$ cat config.mk
export PLATFORM = sky130hd
export DESIGN_NAME = bidirectional_scan_pixel_averager_core
export DESIGN_NICKNAME = d
export VERILOG_FILES = /design/src/rtl/bspa_pkg.sv /design/src/rtl/bidirectional_scan_pixel_averager_core.sv /design/src/rtl/bspa_front.sv /design/src/rtl/bspa_queue.sv /design/src/rtl/bspa_back.sv
export SDC_FILE = /design/constraint.sdc
export NUM_CORES = 1
export LEC_CHECK = 0
export ABC_CLOCK_PERIOD_IN_PS = 16100
export BUFFER_PORTS_ARGS = -buffer_cell sky130_fd_sc_hd__buf_2
export CELL_PAD_IN_SITES_DETAIL_PLACEMENT = 1
export CELL_PAD_IN_SITES_GLOBAL_PLACEMENT = 2
export CORE_AREA = 2 2 197 199
export CTS_CLUSTER_DIAMETER = 30
export CTS_CLUSTER_SIZE = 12
export DETAILED_ROUTE_END_ITERATION = 8
export DIE_AREA = 0 0 199 201
export PLACE_DENSITY_LB_ADDON = 0.25
export SLEW_MARGIN = 30
export SYNTH_ARGS = -nofsm -noshare
export SYNTH_HDL_FRONTEND = slang
export SYNTH_HIERARCHICAL = 1
export SYNTH_SLANG_ARGS = --single-unit
$ cat constraint.sdc
create_clock -name clk -period 16.1 [get_ports clk]
set_input_delay 2.415 -clock clk [delete_from_list [all_inputs] [get_ports clk]]
set_output_delay 2.415 -clock clk [all_outputs]
set_load 0.01 [all_outputs]
$ cat src/rtl/bspa_pkg.sv
// Shared types and constants for the bidirectional scan pixel averager.
// No dependencies; imported by every module of the block.
`timescale 1ns / 1ps

package bspa_pkg;

  localparam int MAX_SAMPLES = 16;
  localparam int MAX_PIXELS  = 1024;
  localparam int MAX_LINES   = 1024;

  localparam int SAMPLE_W = 16;
  localparam int SPP_W    = $clog2(MAX_SAMPLES) + 1;
  localparam int IDX_W    = (MAX_SAMPLES > 1) ? $clog2(MAX_SAMPLES) : 1;
  localparam int PPL_W    = $clog2(MAX_PIXELS) + 1;
  localparam int LPF_W    = $clog2(MAX_LINES) + 1;
  localparam int COL_W    = PPL_W - 1;
  localparam int ROW_W    = LPF_W - 1;
  localparam int SUM_W    = 20;
  localparam int CNT_W    = SPP_W;
  localparam int STEP_W   = $clog2(SUM_W);
  localparam int PIX_W    = 16;

  localparam logic [SAMPLE_W-1:0] SAMPLE_OFFSET = 16'd8192;
  localparam logic [PIX_W-1:0]    PIXEL_MAX     = 16'd57343;

  // configuration register indexes
  localparam int CFG_AW    = 2;
  localparam int CFG_DW    = 11;
  localparam logic [CFG_AW-1:0] CFG_SPP  = 2'd0;
  localparam logic [CFG_AW-1:0] CFG_PPL  = 2'd1;
  localparam logic [CFG_AW-1:0] CFG_LPF  = 2'd2;
  localparam logic [CFG_AW-1:0] CFG_FLIP = 2'd3;

  // job queue between front and back
  localparam int QDEPTH = 4;
  localparam int QAW    = $clog2(QDEPTH);

  typedef struct packed {
    logic [SUM_W-1:0] sum;
    logic [CNT_W-1:0] count;
    logic [COL_W-1:0] column;
    logic [ROW_W-1:0] row;
    logic             last;
  } pixel_job_t;

  typedef struct packed {
    logic empty;
    logic full;
  } queue_status_t;

endpackage

$ cat src/rtl/bidirectional_scan_pixel_averager_core.sv
// Top level of the bidirectional scan pixel averager.
// Depends on bspa_pkg, bspa_front, bspa_queue and bspa_back.
//
// Channel | Direction | Payload
// in_     | slave     | tdata[15:0] raw_sample; tuser frame_start
// out_    | master    | tdata[15:0] value, [25:16] column, [35:26] row; tlast; tuser
// cfg_    | write     | addr 0 spp, 1 pixels/line, 2 lines/frame, 3 flip select
//
// A sample is taken every cycle while the job queue has room. Each pixel
// is loaded by the back end from the queue, divided by the bit-serial
// divider (skipped when nothing was kept) and held in the output register;
// the next pixel is popped only after the output register has been taken.
// Reset is synchronous, active low; it restores register defaults and
// clears the counters and the queue. A stalled output holds the divider,
// and a full four-entry queue holds the input.
`timescale 1ns / 1ps

module bidirectional_scan_pixel_averager_core
  import bspa_pkg::*;
(
  input  logic              clk,
  input  logic              rst_n,
  input  logic              cfg_we,
  input  logic [CFG_AW-1:0] cfg_addr,
  input  logic [CFG_DW-1:0] cfg_wdata,
  input  logic              in_tvalid,
  output logic              in_tready,
  input  logic [15:0]       in_tdata,   // [15:0] raw_sample
  input  logic              in_tuser,   // [0] frame_start
  output logic              out_tvalid,
  input  logic              out_tready,
  output logic [39:0]       out_tdata,  // [15:0] pixel_value, [25:16] pixel_column,
                                        // [35:26] pixel_row, [39:36] zero
  output logic              out_tlast,  // frame_last
  output logic              out_tuser   // [0] no_valid_samples
);

  queue_status_t    q_status;
  pixel_job_t       push_job, pop_job;
  logic             push, pop;
  logic [PIX_W-1:0] pix_value;
  logic [COL_W-1:0] pix_column;
  logic [ROW_W-1:0] pix_row;

  bspa_front u_front (
    .clk       (clk),
    .rst_n     (rst_n),
    .cfg_we    (cfg_we),
    .cfg_addr  (cfg_addr),
    .cfg_wdata (cfg_wdata),
    .in_tvalid (in_tvalid),
    .in_tready (in_tready),
    .in_sample (in_tdata),
    .in_start  (in_tuser),
    .q_status  (q_status),
    .push      (push),
    .push_job  (push_job)
  );

  bspa_queue u_queue (
    .clk      (clk),
    .rst_n    (rst_n),
    .push     (push),
    .push_job (push_job),
    .pop      (pop),
    .pop_job  (pop_job),
    .status   (q_status)
  );

  bspa_back u_back (
    .clk        (clk),
    .rst_n      (rst_n),
    .q_status   (q_status),
    .pop_job    (pop_job),
    .pop        (pop),
    .out_tvalid (out_tvalid),
    .out_tready (out_tready),
    .out_value  (pix_value),
    .out_column (pix_column),
    .out_row    (pix_row),
    .out_last   (out_tlast),
    .out_none   (out_tuser)
  );

  assign out_tdata = {4'b0000, pix_row, pix_column, pix_value};

  a_none_is_zero: assert property (@(posedge clk) disable iff (!rst_n)
    out_tvalid && out_tuser |-> pix_value == '0)
    else $error("pixel without kept samples carries a nonzero value");

  a_mean_bound: assert property (@(posedge clk) disable iff (!rst_n)
    out_tvalid |-> pix_value <= PIXEL_MAX)
    else $error("pixel mean above the largest offset-removed sample");

  a_queue_flags: assert property (@(posedge clk) disable iff (!rst_n)
    $onehot0({q_status.empty, q_status.full}))
    else $error("job queue reports empty and full at once");

  a_push_room: assert property (@(posedge clk) disable iff (!rst_n)
    push |-> !q_status.full)
    else $error("pixel job pushed into a full queue");

endmodule

$ cat src/rtl/bspa_front.sv
// Front end: configuration registers, sample accumulation and pixel positioning.
// Depends on bspa_pkg; pushes one pixel job per completed pixel into the queue.
`timescale 1ns / 1ps

module bspa_front
  import bspa_pkg::*;
(
  input  logic                clk,
  input  logic                rst_n,
  input  logic                cfg_we,
  input  logic [CFG_AW-1:0]   cfg_addr,
  input  logic [CFG_DW-1:0]   cfg_wdata,
  input  logic                in_tvalid,
  output logic                in_tready,
  input  logic [SAMPLE_W-1:0] in_sample,
  input  logic                in_start,
  input  queue_status_t       q_status,
  output logic                push,
  output pixel_job_t          push_job
);

  logic [SPP_W-1:0] spp_r;
  logic [PPL_W-1:0] ppl_r;
  logic [LPF_W-1:0] lpf_r;
  logic             flip_r;

  logic [IDX_W-1:0] idx_r, idx_nxt;
  logic [COL_W-1:0] col_r, col_nxt;
  logic [ROW_W-1:0] row_r, row_nxt;
  logic [SUM_W-1:0] sum_r, sum_nxt;
  logic [CNT_W-1:0] cnt_r, cnt_nxt;

  logic [IDX_W-1:0]    base_idx;
  logic [COL_W-1:0]    base_col, col, ppl_m1, col_out;
  logic [ROW_W-1:0]    base_row, row, lpf_m1;
  logic [SUM_W-1:0]    base_sum, sum_acc;
  logic [CNT_W-1:0]    base_cnt, cnt_acc;
  logic                keep, done, accept, col_wrap;
  logic [SAMPLE_W-1:0] diff;

  function automatic logic [SPP_W-1:0] clamp_spp(input logic [CFG_DW-1:0] v);
    logic [SPP_W-1:0] s;
    s = v[SPP_W-1:0];
    if (s == '0) return SPP_W'(1);
    if (s > SPP_W'(MAX_SAMPLES)) return SPP_W'(MAX_SAMPLES);
    return s;
  endfunction

  function automatic logic [PPL_W-1:0] clamp_ppl(input logic [CFG_DW-1:0] v);
    logic [PPL_W-1:0] s;
    s = v[PPL_W-1:0];
    if (s == '0) return PPL_W'(1);
    if (s > PPL_W'(MAX_PIXELS)) return PPL_W'(MAX_PIXELS);
    return s;
  endfunction

  function automatic logic [LPF_W-1:0] clamp_lpf(input logic [CFG_DW-1:0] v);
    logic [LPF_W-1:0] s;
    s = v[LPF_W-1:0];
    if (s == '0) return LPF_W'(1);
    if (s > LPF_W'(MAX_LINES)) return LPF_W'(MAX_LINES);
    return s;
  endfunction

  // store clamped values so downstream logic never sees an out-of-range limit
  always_ff @(posedge clk) begin
    if (!rst_n) begin
      spp_r  <= SPP_W'(1);
      ppl_r  <= PPL_W'(512);
      lpf_r  <= LPF_W'(512);
      flip_r <= 1'b0;
    end else if (cfg_we) begin
      unique case (cfg_addr)
        CFG_SPP:  spp_r  <= clamp_spp(cfg_wdata);
        CFG_PPL:  ppl_r  <= clamp_ppl(cfg_wdata);
        CFG_LPF:  lpf_r  <= clamp_lpf(cfg_wdata);
        CFG_FLIP: flip_r <= cfg_wdata[0];
        default: ;
      endcase
    end
  end

  assign in_tready = !q_status.full;
  assign accept    = in_tvalid && in_tready;

  always_comb begin
    // frame start clears position and accumulator before this sample counts
    base_idx = in_start ? '0 : idx_r;
    base_col = in_start ? '0 : col_r;
    base_row = in_start ? '0 : row_r;
    base_sum = in_start ? '0 : sum_r;
    base_cnt = in_start ? '0 : cnt_r;

    keep    = in_sample >= SAMPLE_OFFSET;
    diff    = in_sample - SAMPLE_OFFSET;
    sum_acc = base_sum + (keep ? SUM_W'(diff) : '0);
    cnt_acc = base_cnt + CNT_W'(keep);
    done    = (SPP_W'(base_idx) + SPP_W'(1)) >= spp_r;

    ppl_m1 = COL_W'(ppl_r - PPL_W'(1));
    lpf_m1 = ROW_W'(lpf_r - LPF_W'(1));
    // a counter past a shrunk limit counts as the last position
    col = ({1'b0, base_col} < ppl_r) ? base_col : ppl_m1;
    row = ({1'b0, base_row} < lpf_r) ? base_row : lpf_m1;

    col_out  = (row[0] == flip_r) ? (ppl_m1 - col) : col;
    col_wrap = col == ppl_m1;

    push_job.sum    = sum_acc;
    push_job.count  = cnt_acc;
    push_job.column = col_out;
    push_job.row    = row;
    push_job.last   = col_wrap && (row == lpf_m1);
    push            = accept && done;

    idx_nxt = idx_r;
    col_nxt = col_r;
    row_nxt = row_r;
    sum_nxt = sum_r;
    cnt_nxt = cnt_r;
    if (accept) begin
      if (done) begin
        idx_nxt = '0;
        sum_nxt = '0;
        cnt_nxt = '0;
        col_nxt = col_wrap ? '0 : col + COL_W'(1);
        if (col_wrap) begin
          row_nxt = (row == lpf_m1) ? '0 : row + ROW_W'(1);
        end else begin
          row_nxt = row;
        end
      end else begin
        idx_nxt = base_idx + IDX_W'(1);
        sum_nxt = sum_acc;
        cnt_nxt = cnt_acc;
        col_nxt = base_col;
        row_nxt = base_row;
      end
    end
  end

  always_ff @(posedge clk) begin
    if (!rst_n) begin
      idx_r <= '0;
      col_r <= '0;
      row_r <= '0;
      sum_r <= '0;
      cnt_r <= '0;
    end else begin
      idx_r <= idx_nxt;
      col_r <= col_nxt;
      row_r <= row_nxt;
      sum_r <= sum_nxt;
      cnt_r <= cnt_nxt;
    end
  end

endmodule

$ cat src/rtl/bspa_queue.sv
// Small FIFO of pixel jobs between the front end and the divider back end.
// Depends on bspa_pkg for the job type and depth.
`timescale 1ns / 1ps

module bspa_queue
  import bspa_pkg::*;
(
  input  logic          clk,
  input  logic          rst_n,
  input  logic          push,
  input  pixel_job_t    push_job,
  input  logic          pop,
  output pixel_job_t    pop_job,
  output queue_status_t status
);

  pixel_job_t       mem_r [QDEPTH];
  logic [QAW-1:0]   wr_ptr_r, wr_ptr_nxt;
  logic [QAW-1:0]   rd_ptr_r, rd_ptr_nxt;
  logic [QAW:0]     count_r, count_nxt;
  logic             do_push, do_pop;

  assign status.empty = count_r == '0;
  assign status.full  = count_r == (QAW+1)'(QDEPTH);
  assign do_push      = push && !status.full;
  assign do_pop       = pop && !status.empty;
  assign pop_job      = mem_r[rd_ptr_r];

  always_comb begin
    wr_ptr_nxt = do_push ? wr_ptr_r + QAW'(1) : wr_ptr_r;
    rd_ptr_nxt = do_pop ? rd_ptr_r + QAW'(1) : rd_ptr_r;
    count_nxt  = count_r + (QAW+1)'(do_push) - (QAW+1)'(do_pop);
  end

  always_ff @(posedge clk) begin
    if (do_push) begin
      mem_r[wr_ptr_r] <= push_job;
    end
  end

  always_ff @(posedge clk) begin
    if (!rst_n) begin
      wr_ptr_r <= '0;
      rd_ptr_r <= '0;
      count_r  <= '0;
    end else begin
      wr_ptr_r <= wr_ptr_nxt;
      rd_ptr_r <= rd_ptr_nxt;
      count_r  <= count_nxt;
    end
  end

endmodule

$ cat src/rtl/bspa_back.sv
// Back end: bit-serial divider for the pixel mean and the output register.
// Depends on bspa_pkg; pops jobs from bspa_queue.
`timescale 1ns / 1ps

module bspa_back
  import bspa_pkg::*;
(
  input  logic             clk,
  input  logic             rst_n,
  input  queue_status_t    q_status,
  input  pixel_job_t       pop_job,
  output logic             pop,
  output logic             out_tvalid,
  input  logic             out_tready,
  output logic [PIX_W-1:0] out_value,
  output logic [COL_W-1:0] out_column,
  output logic [ROW_W-1:0] out_row,
  output logic             out_last,
  output logic             out_none
);

  typedef enum logic [2:0] {
    ST_IDLE = 3'b001,
    ST_DIV  = 3'b010,
    ST_HOLD = 3'b100
  } back_state_t;

  back_state_t       state_r, state_nxt;
  logic [STEP_W-1:0] step_r, step_nxt;
  logic [SUM_W-1:0]  dvd_r, dvd_nxt;
  logic [CNT_W-1:0]  rem_r, rem_nxt;
  logic [CNT_W-1:0]  div_r, div_nxt;
  logic [COL_W-1:0]  col_r, col_nxt;
  logic [ROW_W-1:0]  row_r, row_nxt;
  logic              last_r, last_nxt;
  logic              none_r, none_nxt;

  logic [CNT_W:0]    trial;
  logic              ge;

  assign pop        = (state_r == ST_IDLE) && !q_status.empty;
  assign out_tvalid = state_r == ST_HOLD;
  assign out_value  = dvd_r[PIX_W-1:0];
  assign out_column = col_r;
  assign out_row    = row_r;
  assign out_last   = last_r;
  assign out_none   = none_r;

  always_comb begin
    // one restoring step: remainder stays below the divisor
    trial = {rem_r, dvd_r[SUM_W-1]};
    ge    = trial >= {1'b0, div_r};

    state_nxt = state_r;
    step_nxt  = step_r;
    dvd_nxt   = dvd_r;
    rem_nxt   = rem_r;
    div_nxt   = div_r;
    col_nxt   = col_r;
    row_nxt   = row_r;
    last_nxt  = last_r;
    none_nxt  = none_r;

    unique case (state_r)
      ST_IDLE: begin
        if (pop) begin
          col_nxt  = pop_job.column;
          row_nxt  = pop_job.row;
          last_nxt = pop_job.last;
          div_nxt  = pop_job.count;
          rem_nxt  = '0;
          step_nxt = '0;
          if (pop_job.count == '0) begin
            dvd_nxt   = '0;
            none_nxt  = 1'b1;
            state_nxt = ST_HOLD;
          end else begin
            dvd_nxt   = pop_job.sum;
            none_nxt  = 1'b0;
            state_nxt = ST_DIV;
          end
        end
      end
      ST_DIV: begin
        rem_nxt  = CNT_W'(ge ? trial - {1'b0, div_r} : trial);
        dvd_nxt  = {dvd_r[SUM_W-2:0], ge};
        step_nxt = step_r + STEP_W'(1);
        if (step_r == STEP_W'(SUM_W - 1)) begin
          state_nxt = ST_HOLD;
        end
      end
      ST_HOLD: begin
        if (out_tready) begin
          state_nxt = ST_IDLE;
        end
      end
      default: state_nxt = ST_IDLE;
    endcase
  end

  always_ff @(posedge clk) begin
    if (!rst_n) begin
      state_r <= ST_IDLE;
    end else begin
      state_r <= state_nxt;
    end
  end

  always_ff @(posedge clk) begin
    step_r <= step_nxt;
    dvd_r  <= dvd_nxt;
    rem_r  <= rem_nxt;
    div_r  <= div_nxt;
    col_r  <= col_nxt;
    row_r  <= row_nxt;
    last_r <= last_nxt;
    none_r <= none_nxt;
  end

endmodule
==> results.yml, run 1 <==
power:
  ir_worst_vdd_mv: 0.07831
  leakage_nw: 7.510
  internal_power_mw: 2.581
  seq_power_share: 0.333
  power.switching_mw: 1.041
  power_frac_clock: 0.459
  p_sw_frac: 0.2875
  p_per_area_mw_per_mm2: 177.6
  comb_power_share: 0.208
routing:
  vias: 11940
  drt_iter0_drc: 657
  first_pass_iters: 4
  drc: 0
  vias_per_cell: 5.577
  ant_nets: 0
  wl_per_cell_um: 21.35
  wirelength_um: 45700
logic_synthesis:
  synth.yosys.seq_area_share: 0.5341
  synthDistinctLibCells: 90
  syn_avg_cell_area_um2: 11.52
  syn_inst: 1466
  ys.warnings.count: 6
  synthesis.area_mm2: 0.01688
  synth-edff-count: 241
  ys.flop_type: "edfxtp_1"
  synth_seq_cells: 330
  synthArstFlopShare: 0
run:
  drv_cap: 0
cells_and_area:
  antenna_cells: 0
  drive_above_1_share: 0.1905
  area_delta_synth_final_pct: 20.78
  fin_util: 0.5352
  nets: 1658
floorplanning:
  die_area_mm2: 0.04000
  die_w_um: 199
  start_util: 0.4431
  io_pins: 79
  fp-row-count: 72
  core_area_mm2: 0.03811
  die_h_um: 201
sta:
  relSlewSlack: 0.3424
  rsz0062_at_grt: "false"
  period_needed_ns: 7.906
  setup_slack_ns: 8.194
  slew_viol_final: 0
  layout_worst_path_cycle_share: 0.4910
  hold_viol: 0
  finalSetupViolCount: 0
  tightest_slew_ns: 0.9761
  setup_total_negative_slack_ns: 0
  skew_ns: 0.03147
  max_freq_ghz: 0.1265
setup_path:
  crit_chain: "buf_2, buf_4, inv_2, nand2_1, inv_1, ha_1, and4b_1, and3_1, o221ai_1, o21ai_0, buf_4, nor2_2, o21ai_0, inv_1, ha_1, inv_1, ha_1, o31a_1, maj3_1, nor3_1, o31ai_1, a21oi_1, xor2_1, mux2i_1"
  critPathBufInv: 7
  critical_path_class: "in -> reg"
  regToRegEndpoint: "u_queue/mem_r[3][17]$_DFFE_PP_"
  startpoint_type: "input port"
  cp.arrival_ns: 8.18
  reg2reg_from: "u_front/col_r[7]$_SDFFE_PN0P_"
  crit_cells: 24
  crit_fanout: 48
  max_stage_delay_ns: 0.59
  worst_path_max_delay_cell: "nor2_2"
  cp_data_required_time_ns: 16.37
  r2r_slack_ns: 10.67
  endpoint_kind: "flop"
  rr_worst_depth: 20
  path_delay_family: "simple AND/OR/NAND/NOR gates"
outcome:
  outcome: "finished clean"
clocking:
  htreeDepth: 3
  post-cts-setup-buffer-count: 0
  cts_tree: "done"
  clock_path_buffers: 3
  cts.clk_slew.worst_paths_ns: 0.04
  post_cts_resized: 0
  holdBufCountCts: 0
  worstSkewPairLatency_ns: 0.60
  cts_root_buffer: "clkbuf_16"
  cts_made_buffers: 80
  cts.sinks: 330
min_path:
  min_to: "u_front/sum_r[15]$_SDFFE_PN0P_"
  worstHoldStart: "u_front/sum_r[15]$_SDFFE_PN0P_"
  hp-class: "reg -> reg"
  hold_depth: 2
place:
  dpl.hpwl_um: 29500
  place_congestion: 0.8805
  io_buffers: 74
  dpl_worst_slack_ns: 7.517
global_routing:
  track_usage: 0.2335
  grt_pass1_wl_um: 71870
  grt_max_degree: 69
  grt_pass1_vias: 12820
  overflow: 0
  antenna_found_initial: 0
## state kept, by name (all words and copies together), names as in the netlist, 10 cells and up, named ones only
signal	count
u_back/out_column	10
u_back/dvd_r	20
u_front/sum_r	20
u_front/col_r	10
u_front/ppl_r	11
u_front/row_r	10
u_front/lpf_r	11
u_queue/mem_r	184
u_back/out_row	10
## metrics by stage
step	total power [mW]	std cells	cell area, µm²	hold slack (ns)
3_3_place_gp	1.935	1991	17550	0.4341
4_1_cts	3.654	2139	20360	0.4494
2_1_floorplan	1.761	1469	16900	0.4273
3_5_place_dp	1.964	1991	17550	0.4428
5_1_grt	3.781	2140	20390	0.4794
6_report	3.622	2140	20390	0.4497
## per-layer routing
layer / vias up / track usage / part of all wire
li1: 5588 / - / -
met1: 5986 / 0.2900 / 0.42
met2: 281 / 0.3999 / 0.50
met3: 80 / 0.04167 / 0.045
met4: 0 / 0.09648 / 0.028
met5: - / 0 / 0
## worst min-delay path: stages (launching register included)
cell	delay, ns
dfxtp_1	0.30
nand2_1	0.05
a21oi_1	0.05
## cells in the final DEF (no fill, tap or decap), drive strengths merged, types with 5 or more instances in the layout
master and instances:
and2 14, nand3b 5, a22oi 20, nor2 84
clkinvlp 9, a21o 15, nor3 32, mux4 46
o21ai 60, or2 5, clkinv 27, a21oi 95
xnor2 46, bufinv 13, inv 74, dfxtp 89
a31oi 11, edfxtp 241, mux2 7, clkbuf 93
and3 6, nor2b 56, nor4 13, nand2b 14
ha 64, mux2i 23, xor2 24, o211ai 10
nand3 43, o31ai 6, buf 92, o21a 14
or3 11, a211oi 6, nor3b 6, nand2 172
## synthesized netlist by cell type, drive strengths merged (23+ instances only)
| cell type | n | area, µm² |
|---|---|---|
| mux4 | 46 | 1059 |
| nand2 | 172 | 648.1 |
| nor3 | 32 | 170.2 |
| edfxtp | 241 | 7237 |
| inv | 67 | 251.5 |
| ha | 64 | 800.8 |
| clkbuf | 38 | 143.9 |
| dfxtp | 89 | 1782 |
| xnor2 | 46 | 402.9 |
| mux2i | 23 | 230.2 |
| a21oi | 95 | 475.5 |
| buf | 49 | 367.9 |
| xor2 | 24 | 210.2 |
| nand3 | 43 | 220.2 |
| o21ai | 60 | 300.3 |
| nor2 | 84 | 325.3 |
| nor2b | 56 | 350.3 |
## logic make-up after synthesis
family	share of synthesized area
mux	0.08099
xor+xnor	0.03631
flops	0.5341
fa+ha+maj	0.05157
simple gates	0.1424
compound gates	0.1089
buf+inv	0.04542
other cells	0.0002221
## power by group through the flow
stage                     sequential (mW)  clock (mW)  combinational (mW)
after floorplan                      1.21           0               0.548
after detailed placement             1.22           0               0.745
after CTS                            1.21        1.69               0.757
after global placement               1.21           0               0.726
after global routing                 1.22        1.73               0.828
final                                1.21        1.66               0.754
## area by class of cell
class | count | area (µm²)
multi-input cells | 984 | 7134
inverters | 68 | 255.2
fillers | 3982 | 17710
well taps | 518 | 648.1
flip-flops and latches | 330 | 9024
repair buffers | 92 | 525.5
clock inverters | 55 | 683.2
clock buffers | 93 | 2123
## worst max-delay path by stage
stage                        start                             end  slack [ns]
after floorplan           in_tuser  u_queue/mem_r[0][20]$_DFFE_PP_        9.30
after global routing      in_tuser  u_queue/mem_r[3][17]$_DFFE_PP_        7.79
final                     in_tuser  u_queue/mem_r[3][17]$_DFFE_PP_        8.19
after detailed placement  in_tuser  u_queue/mem_r[3][17]$_DFFE_PP_        7.52
after CTS                 in_tuser  u_queue/mem_r[0][17]$_DFFE_PP_        8.11
after global placement    in_tuser  u_queue/mem_r[0][17]$_DFFE_PP_        7.48
Note: power is estimated with default switching activity, not from simulation.
==> inputs of run 2 (changes only) <==
ABC_AREA = 1   (was not set)
ABC_CLOCK_PERIOD_IN_PS = 8180   (was 16100)
CORE_AREA = 2 2 212 214   (was 2 2 197 199)
DIE_AREA = 0 0 214 216   (was 0 0 199 201)
clock period = 8.18 ns   (was 16.1 ns; I/O delays follow)
==> run 2 against run 1 <==
Compared with the run above: via count is 13% higher; global-route usage is 2.4 points lower; critical path depth shrank 8; clock power increased by 91%; sequential power grew 98%; critical path type unchanged; combinational power is 110% higher; core utilization down 6.7 points; synthesized cell count up 31%; flip-flop and latch count unchanged; non-clock buffer count stayed put; worst setup slack got worse by 5.2 ns; clock-buffer cell count up 3; highest routed layer unchanged.
==> results.yml, run 2 <==
power:
  comb_power_share: 0.225
  internal_power_mw: 4.880
  power.switching_mw: 2.284
  seq_power_share: 0.333
  p_per_area_mw_per_mm2: 349.1
  ir_worst_vdd_mv: 0.1885
  p_sw_frac: 0.3188
  power_frac_clock: 0.442
  leakage_nw: 8.420
logic_synthesis:
  syn_inst: 1916
  synth-edff-count: 241
  synth_top_area_share: 0.4257
  synthesis.area_mm2: 0.01700
  ys.flop_type: "edfxtp_1"
  synthArstFlopShare: 0
  synth_seq_cells: 330
  ys.warnings.count: 6
  yosysTopAreaCell: "edfxtp_1"
  synthTopCellsByArea: "edfxtp_1 43%, dfxtp_1 10%, nand2_1 8.7%"
  synthTopCellsByCount: "396 x nand2_1, 241 x edfxtp_1, 230 x nor2_1"
  synth_most_common_cell: "nand2_1"
  syn_avg_cell_area_um2: 8.872
  synthDistinctLibCells: 56
  synth.yosys.seq_area_share: 0.5305
floorplanning:
  io_pins: 79
  die_area_mm2: 0.04622
  fp-row-count: 77
  start_util: 0.3878
  die_h_um: 216
  core_area_mm2: 0.04384
  die_w_um: 214
setup_path:
  endpoint_kind: "flop"
  crit_cells: 16
  critPathBufInv: 5
  max_stage_delay_ns: 0.72
  startpoint_type: "input port"
  critical_path_class: "in -> reg"
  r2r_slack_ns: 3.74
  endpoint: "u_queue/mem_r[3][28]$_DFFE_PP_"
  cp.arrival_ns: 5.46
  crit_chain: "buf_2, buf_4, nor2_1, ha_1, and3b_1, ha_1, nand2_1, nor3_1, a2111oi_0, nand2_1, clkinv_1, nor2_2, buf_4, nand2_1, nor2_4, buf_4"
  path_delay_family: "simple AND/OR/NAND/NOR gates"
  rr_worst_depth: 16
  worst_path_max_delay_cell: "nor2_4"
  cp-startpoint: "in_tuser"
  reg2reg_from: "u_front/idx_r[0]$_SDFFE_PN0P_"
  crit_fanout: 29
  cp_data_required_time_ns: 8.46
  regToRegEndpoint: "u_queue/mem_r[3][28]$_DFFE_PP_"
global_routing:
  antenna_found_initial: 0
  grt_pass1_vias: 14200
  overflow: 0
  track_usage: 0.2096
  grt_max_degree: 94
  grt_pass1_wl_um: 76640
min_path:
  hp-class: "reg -> reg"
routing:
  ant_nets: 0
  vias_per_cell: 5.068
  drc: 0
  first_pass_iters: 5
  drt_iter0_drc: 773
  wl_per_cell_um: 18.03
  wirelength_um: 47920
  vias: 13470
place:
  place_congestion: 0.8293
  place_area_mm2: 0.01779
  io_buffers: 74
  dpl.hpwl_um: 31690
cells_and_area:
  multiInputGateArea_mm2: 0.006691
  final_common_cell: "nand2_1"
  largest-register: "u_queue/mem_r"
  nets: 2104
  largest_reg_flops: 184
  top_regs: "u_queue/mem_r x184, u_back/dvd_r x20, u_front/sum_r x20"
  mostFrequentLayoutCells: "395 x nand2_1, 241 x edfxtp_1, 224 x nor2_1"
  final_area_mm2: 0.02052
  fin_util: 0.4681
  area_delta_synth_final_pct: 20.71
  seqCellArea_mm2: 0.009020
  drive_above_1_share: 0.1346
  n_fill_cell: 5008
sta:
  skew_ns: 0.03828
  period_needed_ns: 5.176
  tightest_slew_ns: 0.9940
  finalSetupViolCount: 0
  rsz0062_at_grt: "false"
  max_freq_ghz: 0.1932
  relSlewSlack: 0.3374
  setup_total_negative_slack_ns: 0
  hold_viol: 0
  layout_worst_path_cycle_share: 0.6328
  slew_viol_final: 0
clocking:
  cts_tree: "done"
  cts_root_buffer: "clkbuf_16"
  htreeDepth: 3
  worstSkewPairLatency_ns: 0.62
  cts.clk_slew.worst_paths_ns: 0.05
  holdBufCountCts: 0
  cts_made_buffers: 77
  post_cts_resized: 0
  post-cts-setup-buffer-count: 0
  clock_path_buffers: 3
  cts.sinks: 330
outcome:
  outcome: "finished clean"
run:
  drv_cap: 0
==> run 2: changes by cell type after synthesis, moves of 40 or more <==
cell	change
inv_1	+146
nand2_1	+225
nor2b_1	-56
o21ai_1	+40
nor2_1	+148
nand3_1	+66
o21ai_0	+52
mux4_2	-40
==> run 2: logic make-up after synthesis <==
logic type | count (synthesis) | synth area share
fa+ha+maj | 68 | 0.05123
flops | 330 | 0.5305
simple gates | 815 | 0.2015
buf+inv | 312 | 0.08053
other cells | 1 | 0.0002206
compound gates | 346 | 0.1133
xor+xnor | 44 | 0.02267
==> run 2: how the worst min path moves through the flow <==
stage / startpoint / end / slack (ns) / depth (start not counted)
3_5_place_dp: u_front/sum_r[18]$_SDFFE_PN0P_ / u_front/sum_r[18]$_SDFFE_PN0P_ / 0.46 / 2
6_report: u_front/sum_r[4]$_SDFFE_PN0P_ / u_front/sum_r[4]$_SDFFE_PN0P_ / 0.46 / 2
5_1_grt: u_front/sum_r[16]$_SDFFE_PN0P_ / u_front/sum_r[16]$_SDFFE_PN0P_ / 0.49 / 2
3_3_place_gp: u_front/sum_r[15]$_SDFFE_PN0P_ / u_front/sum_r[15]$_SDFFE_PN0P_ / 0.45 / 2
2_1_floorplan: u_front/flip_r$_SDFFE_PN0P_ / u_front/flip_r$_SDFFE_PN0P_ / 0.44 / 2
4_1_cts: u_front/sum_r[18]$_SDFFE_PN0P_ / u_front/sum_r[18]$_SDFFE_PN0P_ / 0.47 / 2
==> run 2: per-stage QoR <==
step	instances	worst slack [ns]	total power, mW	hold slack [ns]
after global placement	2514	2.393	3.945	0.4526
after global routing	2657	2.484	7.536	0.4853
final	2658	3.004	7.164	0.4615
after floorplan	1919	1.971	3.544	0.4355
after CTS	2656	2.951	7.235	0.4651
after detailed placement	2514	2.292	4.006	0.4572
==> run 2: power by group through the flow <==
stage                     registers [mW]  clock network [mW]  logic (mW)
after floorplan                     2.42                   0        1.12
after global placement              2.40                   0        1.54
after detailed placement            2.41                   0        1.59
after CTS                           2.39                3.22        1.62
after global routing                2.42                3.31        1.81
final                               2.39                3.17        1.61
==> run 2: final cells by class <==
cell class | count | share of cell area
Sequential cell | 330 | 0.4396
Inverter | 224 | 0.04098
Clock inverter | 46 | 0.03220
Timing Repair Buffer | 92 | 0.02561
Tap cell | 592 | 0.03610
Antenna cell | 1 | 0.0001220
Clock buffer | 96 | 0.09933
Multi-Input combinational cell | 1277 | 0.3261
==> run 2: metal layers <==
| metal | global-route usage | wire length [µm] | vias up |
|---|---|---|---|
| li1 | - | - | 6635 |
| met1 | 0.2836 | 22880 | 6564 |
| met2 | 0.3448 | 22570 | 214 |
| met3 | 0.03185 | 1659 | 57 |
| met4 | 0.06900 | 812 | 0 |
| met5 | 0 | 0 | - |
==> run 2: worst reg2reg max path, delay by kind of cell (launching register included) <==
family	cells	cell delay [ns]
fa+ha+maj	2	0.52
compound gates	1	0.08
buf+inv	5	1.15
simple gates	7	1.89
xor+xnor	1	0.15
flops	1	0.32
